**config.mk**
```make
export PLATFORM = sky130hd
export DESIGN_NAME = gbe_ctl
export DESIGN_NICKNAME = d
export VERILOG_FILES = /design/src/hdl/gbe_pkg.sv /design/src/hdl/gbe_ctl.sv
export SDC_FILE = /design/constraint.sdc
export NUM_CORES = 1
export LEC_CHECK = 0
export BUFFER_PORTS_ARGS = -buffer_cell sky130_fd_sc_hd__buf_2
export CORE_MARGIN = 2
export CORE_UTILIZATION = 48
export CTS_BUF_LIST = sky130_fd_sc_hd__clkbuf_4 sky130_fd_sc_hd__clkbuf_8 sky130_fd_sc_hd__clkbuf_16
export CTS_CLUSTER_SIZE = 10
export DETAILED_ROUTE_END_ITERATION = 10
export GPL_ROUTABILITY_DRIVEN = 0
export PLACE_DENSITY = 0.85
export REMOVE_ABC_BUFFERS = 1
export SYNTH_ARGS = -nofsm -noshare
export SYNTH_HDL_FRONTEND = slang
export SYNTH_SLANG_ARGS = --single-unit
```
**constraint.sdc**
```tcl
create_clock -name clk -period 2.8 [get_ports clk]
set_input_delay 0.42 -clock clk [delete_from_list [all_inputs] [get_ports clk]]
set_output_delay 0.42 -clock clk [all_outputs]
set_load 0.02 [all_outputs]
```
**src/hdl/gbe_pkg.sv**
```systemverilog
// ----------------------------------------------------------------------------
// gbe_pkg
// Shared types, constants and modular add for the grid boundary exit counter.
// ----------------------------------------------------------------------------
package gbe_pkg;

	localparam int CNT_W = 30;
	localparam int CRD_W = 7;
	localparam int SEQ_W = 8;
	localparam logic [CNT_W-1:0] COUNT_MOD = 30'd1000000007;

	localparam int DEF_MAX_ROWS  = 32;
	localparam int DEF_MAX_COLS  = 32;
	localparam int DEF_MAX_MOVES = 63;

	localparam logic [1:0] REG_GRID_ROWS = 2'd0;
	localparam logic [1:0] REG_GRID_COLS = 2'd1;

	localparam logic [2:0] OP_HOLD = 3'd0;
	localparam logic [2:0] OP_CLR  = 3'd1;
	localparam logic [2:0] OP_STEP = 3'd2;
	localparam logic [2:0] OP_MASK = 3'd3;
	localparam logic [2:0] OP_SHR  = 3'd4;
	localparam logic [2:0] OP_SHC  = 3'd5;

	typedef logic [CNT_W-1:0] cnt_t;
	typedef logic [CRD_W-1:0] crd_t;

	typedef struct packed {
		logic [2:0] op;
		crd_t       rows;
		crd_t       cols;
		crd_t       srow;
		crd_t       scol;
	} cell_ctl_t;

	function automatic cnt_t mod_add(cnt_t a, cnt_t b);
		logic [CNT_W:0] s;
		s = {1'b0, a} + {1'b0, b};
		if (s >= {1'b0, COUNT_MOD})
			s = s - {1'b0, COUNT_MOD};
		return s[CNT_W-1:0];
	endfunction

endpackage

```
**src/hdl/gbe_ctl.sv**
```systemverilog
// ----------------------------------------------------------------------------
// gbe_ctl
// Query sequencer: clear, move steps, sink masking, summation shifts, result.
// ----------------------------------------------------------------------------
module gbe_ctl #(
	parameter int MAX_ROWS  = gbe_pkg::DEF_MAX_ROWS,
	parameter int MAX_COLS  = gbe_pkg::DEF_MAX_COLS,
	parameter int MAX_MOVES = gbe_pkg::DEF_MAX_MOVES
) (
	input  logic               clk,
	input  logic               arst_n,
	input  logic               in_valid,
	output logic               in_ready,
	input  logic [5:0]         move_budget,
	input  logic [4:0]         start_row,
	input  logic [4:0]         start_col,
	input  logic [5:0]         rows_q,
	input  logic [5:0]         cols_q,
	input  gbe_pkg::cnt_t      corner,
	output gbe_pkg::cell_ctl_t ctl,
	output logic               out_valid,
	input  logic               out_ready,
	output gbe_pkg::cnt_t      path_count,
	output logic               bad_start
);
	import gbe_pkg::*;

	localparam int PR = MAX_ROWS + 2;
	localparam int PC = MAX_COLS + 2;

	localparam logic [2:0] ST_IDLE = 3'd0;
	localparam logic [2:0] ST_CLR  = 3'd1;
	localparam logic [2:0] ST_STEP = 3'd2;
	localparam logic [2:0] ST_MASK = 3'd3;
	localparam logic [2:0] ST_SHR  = 3'd4;
	localparam logic [2:0] ST_SHC  = 3'd5;
	localparam logic [2:0] ST_OUT  = 3'd6;

	logic [2:0]     state_q;
	logic [SEQ_W-1:0] cnt_q;
	crd_t           srow_q, scol_q;
	logic           bad_q;
	logic           out_valid_q;
	cnt_t           count_q;
	logic           bad_out_q;
	crd_t           rows_eff, cols_eff;
	logic [SEQ_W-1:0] budget_eff;
	logic           start_bad;
	logic           accept;

	assign rows_eff = (rows_q == '0) ? CRD_W'(1) :
		({1'b0, rows_q} > CRD_W'(MAX_ROWS)) ? CRD_W'(MAX_ROWS) : {1'b0, rows_q};
	assign cols_eff = (cols_q == '0) ? CRD_W'(1) :
		({1'b0, cols_q} > CRD_W'(MAX_COLS)) ? CRD_W'(MAX_COLS) : {1'b0, cols_q};
	assign budget_eff = (SEQ_W'(move_budget) > SEQ_W'(MAX_MOVES)) ?
		SEQ_W'(MAX_MOVES) : SEQ_W'(move_budget);
	assign start_bad = (CRD_W'(start_row) >= rows_eff) || (CRD_W'(start_col) >= cols_eff);

	assign in_ready = (state_q == ST_IDLE);
	assign accept   = in_valid && in_ready;

	always_comb begin
		ctl.rows = rows_eff;
		ctl.cols = cols_eff;
		ctl.srow = srow_q;
		ctl.scol = scol_q;
		unique case (state_q)
			ST_CLR:  ctl.op = OP_CLR;
			ST_STEP: ctl.op = OP_STEP;
			ST_MASK: ctl.op = OP_MASK;
			ST_SHR:  ctl.op = OP_SHR;
			ST_SHC:  ctl.op = OP_SHC;
			default: ctl.op = OP_HOLD;
		endcase
	end

	always_ff @(posedge clk or negedge arst_n) begin
		if (!arst_n) begin
			state_q     <= ST_IDLE;
			cnt_q       <= '0;
			bad_q       <= 1'b0;
			out_valid_q <= 1'b0;
		end else begin
			if (state_q == ST_OUT && (!out_valid_q || out_ready))
				out_valid_q <= 1'b1;
			else if (out_valid_q && out_ready)
				out_valid_q <= 1'b0;
			unique case (state_q)
				ST_IDLE: begin
					if (accept) begin
						bad_q   <= start_bad;
						cnt_q   <= budget_eff;
						state_q <= start_bad ? ST_OUT : ST_CLR;
					end
				end
				ST_CLR: begin
					state_q <= (cnt_q == '0) ? ST_MASK : ST_STEP;
				end
				ST_STEP: begin
					cnt_q <= cnt_q - 1'b1;
					if (cnt_q == SEQ_W'(1))
						state_q <= ST_MASK;
				end
				ST_MASK: begin
					cnt_q   <= SEQ_W'(PC - 1);
					state_q <= ST_SHR;
				end
				ST_SHR: begin
					if (cnt_q == SEQ_W'(1)) begin
						cnt_q   <= SEQ_W'(PR - 1);
						state_q <= ST_SHC;
					end else begin
						cnt_q <= cnt_q - 1'b1;
					end
				end
				ST_SHC: begin
					cnt_q <= cnt_q - 1'b1;
					if (cnt_q == SEQ_W'(1))
						state_q <= ST_OUT;
				end
				ST_OUT: begin
					if (!out_valid_q || out_ready)
						state_q <= ST_IDLE;
				end
				default: state_q <= ST_IDLE;
			endcase
		end
	end

	always_ff @(posedge clk) begin
		if (accept) begin
			srow_q <= CRD_W'(start_row) + CRD_W'(1);
			scol_q <= CRD_W'(start_col) + CRD_W'(1);
		end
		if (state_q == ST_OUT && (!out_valid_q || out_ready)) begin
			count_q   <= bad_q ? '0 : corner;
			bad_out_q <= bad_q;
		end
	end

	assign out_valid  = out_valid_q;
	assign path_count = count_q;
	assign bad_start  = bad_out_q;

endmodule
```
==> results of run 1 <==
## worst max path at each step
stage / from / to / slack, ns / cells past startpoint
floorplan: state_q[2] / bad_start / 0.19 / 2
global placement: rows_q[1] / state_q[2] / 0.72 / 10
detailed placement: rows_q[1] / state_q[2] / 0.64 / 10
CTS: state_q[1] / ctl[28] / 0.44 / 5
global route: state_q[1] / ctl[28] / 0.25 / 5
finish: state_q[1] / ctl[28] / 0.43 / 5
## layout make-up
class,instances,area (µm²)
well taps,75,93.8
fillers,456,2190
flip-flops and latches,56,1620
clock buffers,6,82.6
clock inverters,2,33.8
repair buffers,123,623
inverters,20,75.1
multi-input cells,174,1240
## kinds of logic after synthesis
logic type | count (synthesis)
and+or+nand+nor | 103
other | 1
AOI/OAI and AO/OA | 42
xor gates and xnor gates | 7
DFF | 56
adders and majority gates | 18
buffers and inverters | 33
## worst max-delay path, cell delays in order (launching register included)
cell and delay, ns:
dfrtp_1 0.62, inv_2 0.17, ha_1 0.47, a21oi_1 0.07
o21a_1 0.18, buf_2 0.15
## sequential cells by signal, indices dropped and copies added, names as in the netlist
name	count
state_q	3
cnt_q	8
out_valid	1
srow_q	6
scol_q	6
bad_q	1
bad_start	1
path_count	30
## cell usage after synthesis (all sizes together), types with 4 or more instances
cell type	count
edfxtp	43
nor2b	31
inv	20
ha	18
nor2	17
nand2b	14
dfrtp	13
a21oi	10
nand2	9
nand3	9
o21ai	9
buf	7
clkbuf	6
nor4	6
nor3	5
xnor2	4
## cells in the final DEF, fill, tap and decap left out, types with 4 or more instances in the layout
cell type and instances:
inv_1 19, nor4_1 5, nand2_1 9, nand3_1 8, nand2b_1 13, conb_1 4, clkbuf_8 6, ha_1 18
dfrtp_1 13, nor2b_1 30, nor3_1 4, o21ai_1 4, xnor2_1 4, a21oi_1 9, edfxtp_1 43, buf_2 121
nor2_1 17, o21ai_0 4
## metal layers
layer	GRT usage, %	up-vias	routed length (µm)
met5	0	-	0
met4	5.51	0	99
met3	4.08	8	436
met2	29.4	98	2950
met1	25.5	1096	2750
li1	-	1155	-
## through the flow
step	setup slack (ns)	hold slack, ns
floorplan	0.187	0.124
detailed placement	0.637	0.328
CTS	0.437	0.347
finish	0.427	0.356
global placement	0.716	0.322
global route	0.252	0.353
## power groups by stage
stage          Sequential [mW]  Clock [mW]  Combinational [mW]
2_1_floorplan             1.54           0               0.925
3_3_place_gp              1.42           0                1.43
3_5_place_dp              1.43           0                1.46
4_1_cts                   1.41       0.550                1.47
5_1_grt                   1.45       0.587                1.62
6_report                  1.41       0.536                1.46
## what timing repair did
item | 4_1_cts | 5_1_grt
endpoints found under the hold margin | 11 | 0
endpoints found under the setup margin | 0 | 0
hold buffers | 1 | 0
gates resized for setup | 0 | 0
==> reports/qor.yml, run 1 <==
run_status:
  status: "finished clean"
route:
  drc: 0
  routedWlPerCell_um: 13.7
  ant_nets: 0
  via_per_inst: 5.17
  drt_iter0_drc: 76
  vias: 2357
  first_pass_iters: 4
  drt_wl_total_mm: 6.24
logic_synthesis:
  syn_avg_cell_area_um2: 11.5
  syn_inst: 260
  yosysWarnings: 0
  synth-simple-area-share_pct: 20.4
  synth_xor_area_share_pct: 2.05
  async_flop_share_pct: 23.2
  netlist_area_um2: 2990
  ys.flop_type: "edfxtp_1"
  synth_top_area_share_pct: 43.2
  synth_top_family_by_area: "simple AND/OR/NAND/NOR gates"
  synth_top_area_cell: "edfxtp_1"
  synth_cell_types: 51
  synth_edf_count: 43
  synthTopCellsByArea: "edfxtp_1, dfrtp_1, ha_1"
  synth_compound_area_share_pct: 10.9
  synth_mux_area_share_pct: 0
  ys_ff_latch: 56
  yosysSeqAreaShare_pct: 54.1
  synthAdderAreaFrac_pct: 7.54
layout:
  num_antenna_cells: 0
  drive_gt1_share_pct: 36.5
  fin_area_um2: 3760
  stdcell_count: 456
  area_growth_pct: 26.0
  nNetsFinal: 460
  final_util_pct: 63.2
worst_hold_path:
  hp-class: "input pin to flip-flop"
  whs_path_depth: 3
  whs_endpoint: "cnt_q[3]"
  min_from: "move_budget[3]"
pwr:
  power.total_mw: 3.41
  p_int_mw: 2.04
  power_density_nw_per_um2: 905
  leakagePower_nw: 1.72
  p_switching_mw: 1.36
  switching_share_pct: 40.0
  pwr-share-seq_pct: 41.4
  p_clk_share_pct: 15.7
  power.share.combinational_pct: 42.9
  ir_worst_vdd_mv: 0.589
critical_path:
  crit_path_start_kind: "flip-flop"
  worstPathArrival_ns: 1.95
  cp-end-kind: "primary output"
  r2r_end: "cnt_q[2]"
  crit_fanout: 13
  crit_type: "flip-flop to primary output"
  required_ns: 2.38
  reg2reg_depth: 5
  reg2reg_slack_ns: 0.73
  reg2reg_from: "cnt_q[4]"
floorplan:
  start_util_pct: 50.1
  dieArea_um2: 6870
  io-pin-count: 126
  core_area_um2: 5960
  die_height_um: 82.9
  fp.dieW_um: 82.9
  num_rows: 28
sta:
  drv_slew: 0
  min_period_ns: 2.37
  setup-tns-final_ns: 0
  finClkSkew_ns: 0.00728
  rsz0062_at_grt: "no"
  fin_crit_sh_pct: 84.8
  max_slew_margin_pct: 36.3
  fmax_mhz: 421
  finalHoldViolCount: 0
  setup_violations: 0
  worstMarginPinSlew_ns: 0.955
global_routing:
  grt_usage_pct: 18.5
  antenna_found_initial: 0
  grt-ovfl-total: 0
  grt_pass1_vias: 2199
  grt_pass1_wl_mm: 10.5
  grt_max_degree: 33
placed_design:
  placed_area_um2: 3640
  post-place-cells: 447
  dpl.hpwl_mm: 4.84
  port_buffers: 121
clock_network:
  clock_sinks: 56
  cts-root-buf: "clkbuf_8"
  cts_buffers: 5
  cts_setup_buffers: 0
  insertion_delay_ns: 0.30
  cts_tree: "done"
  clk_path_buf_depth: 2
  clk_pin_slew_ns: 0.09
  h-tree-depth: 2
job:
  drv_cap: 0
Note: power is estimated with default switching activity, not from simulation.
==> inputs of run 2 (changes only) <==
==> constraint.sdc (replaced) <==
create_clock -name clk -period 2.2 [get_ports clk]
set_input_delay 0.33 -clock clk [delete_from_list [all_inputs] [get_ports clk]]
set_output_delay 0.33 -clock clk [all_outputs]
set_load 0.02 [all_outputs]
==> run 2 against run 1 <==
Cell count up 1.1%. Clock skew up 0.0027 ns. Setup slack worse by 0.30 ns. Sequential share of layout area down 0.29 points. Critical path type is now flip-flop to flip-flop. Largest power group unchanged.
==> reports/qor.yml, run 2 (synthesis results as in run 1) <==
sta:
  min_period_ns: 2.07
  setup_violations: 0
  fin_crit_sh_pct: 94.2
  rsz0062_at_grt: "no"
  finalHoldViolCount: 0
  max_slew_margin_pct: 60.3
  fmax_mhz: 483
  finClkSkew_ns: 0.00994
  worstMarginPinSlew_ns: 0.590
  setup_ws_ns: 0.128
  setup-tns-final_ns: 0
  drv_slew: 0
floorplan:
  io-pin-count: 126
  die_height_um: 82.9
  fp.dieW_um: 82.9
  core_area_um2: 5960
  start_util_pct: 50.1
  dieArea_um2: 6870
  num_rows: 28
critical_path:
  reg2reg_depth: 5
  crit_type: "flip-flop to flip-flop"
  r2r_end: "cnt_q[4]"
  crit_buf_inv: 0
  reg2reg_slack_ns: 0.13
  reg2reg_from: "cnt_q[4]"
  cpPeakStageDelay_ns: 0.53
  crit_path_cell_trace: "nor4_4, nand3_4, o311ai_4, o21ai_1, a22o_1"
  cp-end-kind: "flip-flop"
  required_ns: 2.40
  worstPathArrival_ns: 2.27
  crit_path_start_kind: "flip-flop"
  cpLargestDelayFamily: "compound AO/OA/AOI/OAI gates"
  slowest_stage: "o311ai_4"
  crit_fanout: 10
global_routing:
  antenna_found_initial: 0
  grt_usage_pct: 18.0
  grt_pass1_vias: 2199
  grt-ovfl-total: 0
  grt_max_degree: 32
  grt_pass1_wl_mm: 10.2
clock_network:
  h-tree-depth: 2
  cts_tree: "done"
  cts_buffers: 5
  insertion_delay_ns: 0.30
  clk_pin_slew_ns: 0.10
  clk_path_buf_depth: 2
  cts-root-buf: "clkbuf_8"
  clock_sinks: 56
layout:
  area_growth_pct: 27.0
  layout_common_cells: "buf_2, edfxtp_1, nor2b_1"
  num_antenna_cells: 0
  largest_reg_flops: 30
  drive_gt1_share_pct: 37.3
  nNetsFinal: 465
  final_common_cell: "buf_2"
placed_design:
  dpl.hpwl_mm: 5.01
  port_buffers: 121
  pre_cts_ws_ns: 0.114
worst_hold_path:
  whs_path_depth: 3
  hp-class: "input pin to flip-flop"
  min_from: "move_budget[3]"
  whs_endpoint: "cnt_q[3]"
pwr:
  power_density_nw_per_um2: 1160
  ir_worst_vdd_mv: 0.952
  leakagePower_nw: 1.74
route:
  routedWlPerCell_um: 13.7
  first_pass_iters: 4
  drc: 0
  ant_nets: 0
  via_per_inst: 5.11
  drt_iter0_drc: 44
  vias: 2354
  drt_wl_total_mm: 6.30
job:
  drv_cap: 0
run_status:
  status: "finished clean"
run 2: timing repair:
action	4_1_cts	5_1_grt
endpoints found under the hold margin	13	0
hold buffers	1	0
setup endpoints to repair	0	1
gates resized for setup	0	1
buffers inserted	0	0
run 2: metrics by stage:
stage	cell area [µm²]	power (mW)	hold slack (ns)	util, %	cells
final	3790	4.39	0.278	63.7	461
after CTS	3790	4.43	0.271	63.7	461
after global routing	3790	4.68	0.284	63.7	461
after floorplan	2930	3.14	0.0344	-	250
after detailed placement	3670	3.79	0.242	61.7	452
after global placement	3670	3.70	0.235	61.7	452
run 2: worst max path at each step:
stage,from,end,slack (ns),cells after the start
after detailed placement,rows_q[1],state_q[2],0.11,10
after floorplan,state_q[2],bad_start,-0.41,2
after global routing,cnt_q[4],cnt_q[4],0.03,5
after global placement,rows_q[1],state_q[2],0.21,10
final,cnt_q[4],cnt_q[4],0.13,5
after CTS,state_q[1],ctl[28],0.02,5
run 2: cell type report:
| cell class | instances | area, µm² |
|---|---|---|
| clock buffers | 5 | 68.8 |
| clock inverters | 3 | 37.5 |
| fillers | 483 | 2160 |
| multi-input cells | 174 | 1240 |
| inverters | 20 | 75.1 |
| flip-flops and latches | 56 | 1620 |
| repair buffers | 128 | 661 |
| well taps | 75 | 93.8 |
run 2: metal layers:
metal  vias to the layer above  global-route usage [%]  part of all wire [%]
met5                         -                       0                     0
met4                         0                    6.11                   1.5
met3                         9                    3.98                   6.3
met2                        98                    29.9                    49
met1                      1085                    23.2                    43
li1                       1162                       -                     -
run 2: power breakdown:
group / total [mW] / internal (mW) / switching (mW)
clock network: 0.639 / 0.332 / 0.307
registers: 1.71 / 1.50 / 0.211
logic: 2.05 / 0.800 / 1.25
run 2: worst reg2reg max path, cell delays in order, from the launching register on:
cell      delay, ns
dfrtp_1        0.47
nor4_4         0.42
nand3_4        0.16
o311ai_4       0.53
o21ai_1        0.14
a22o_1         0.26
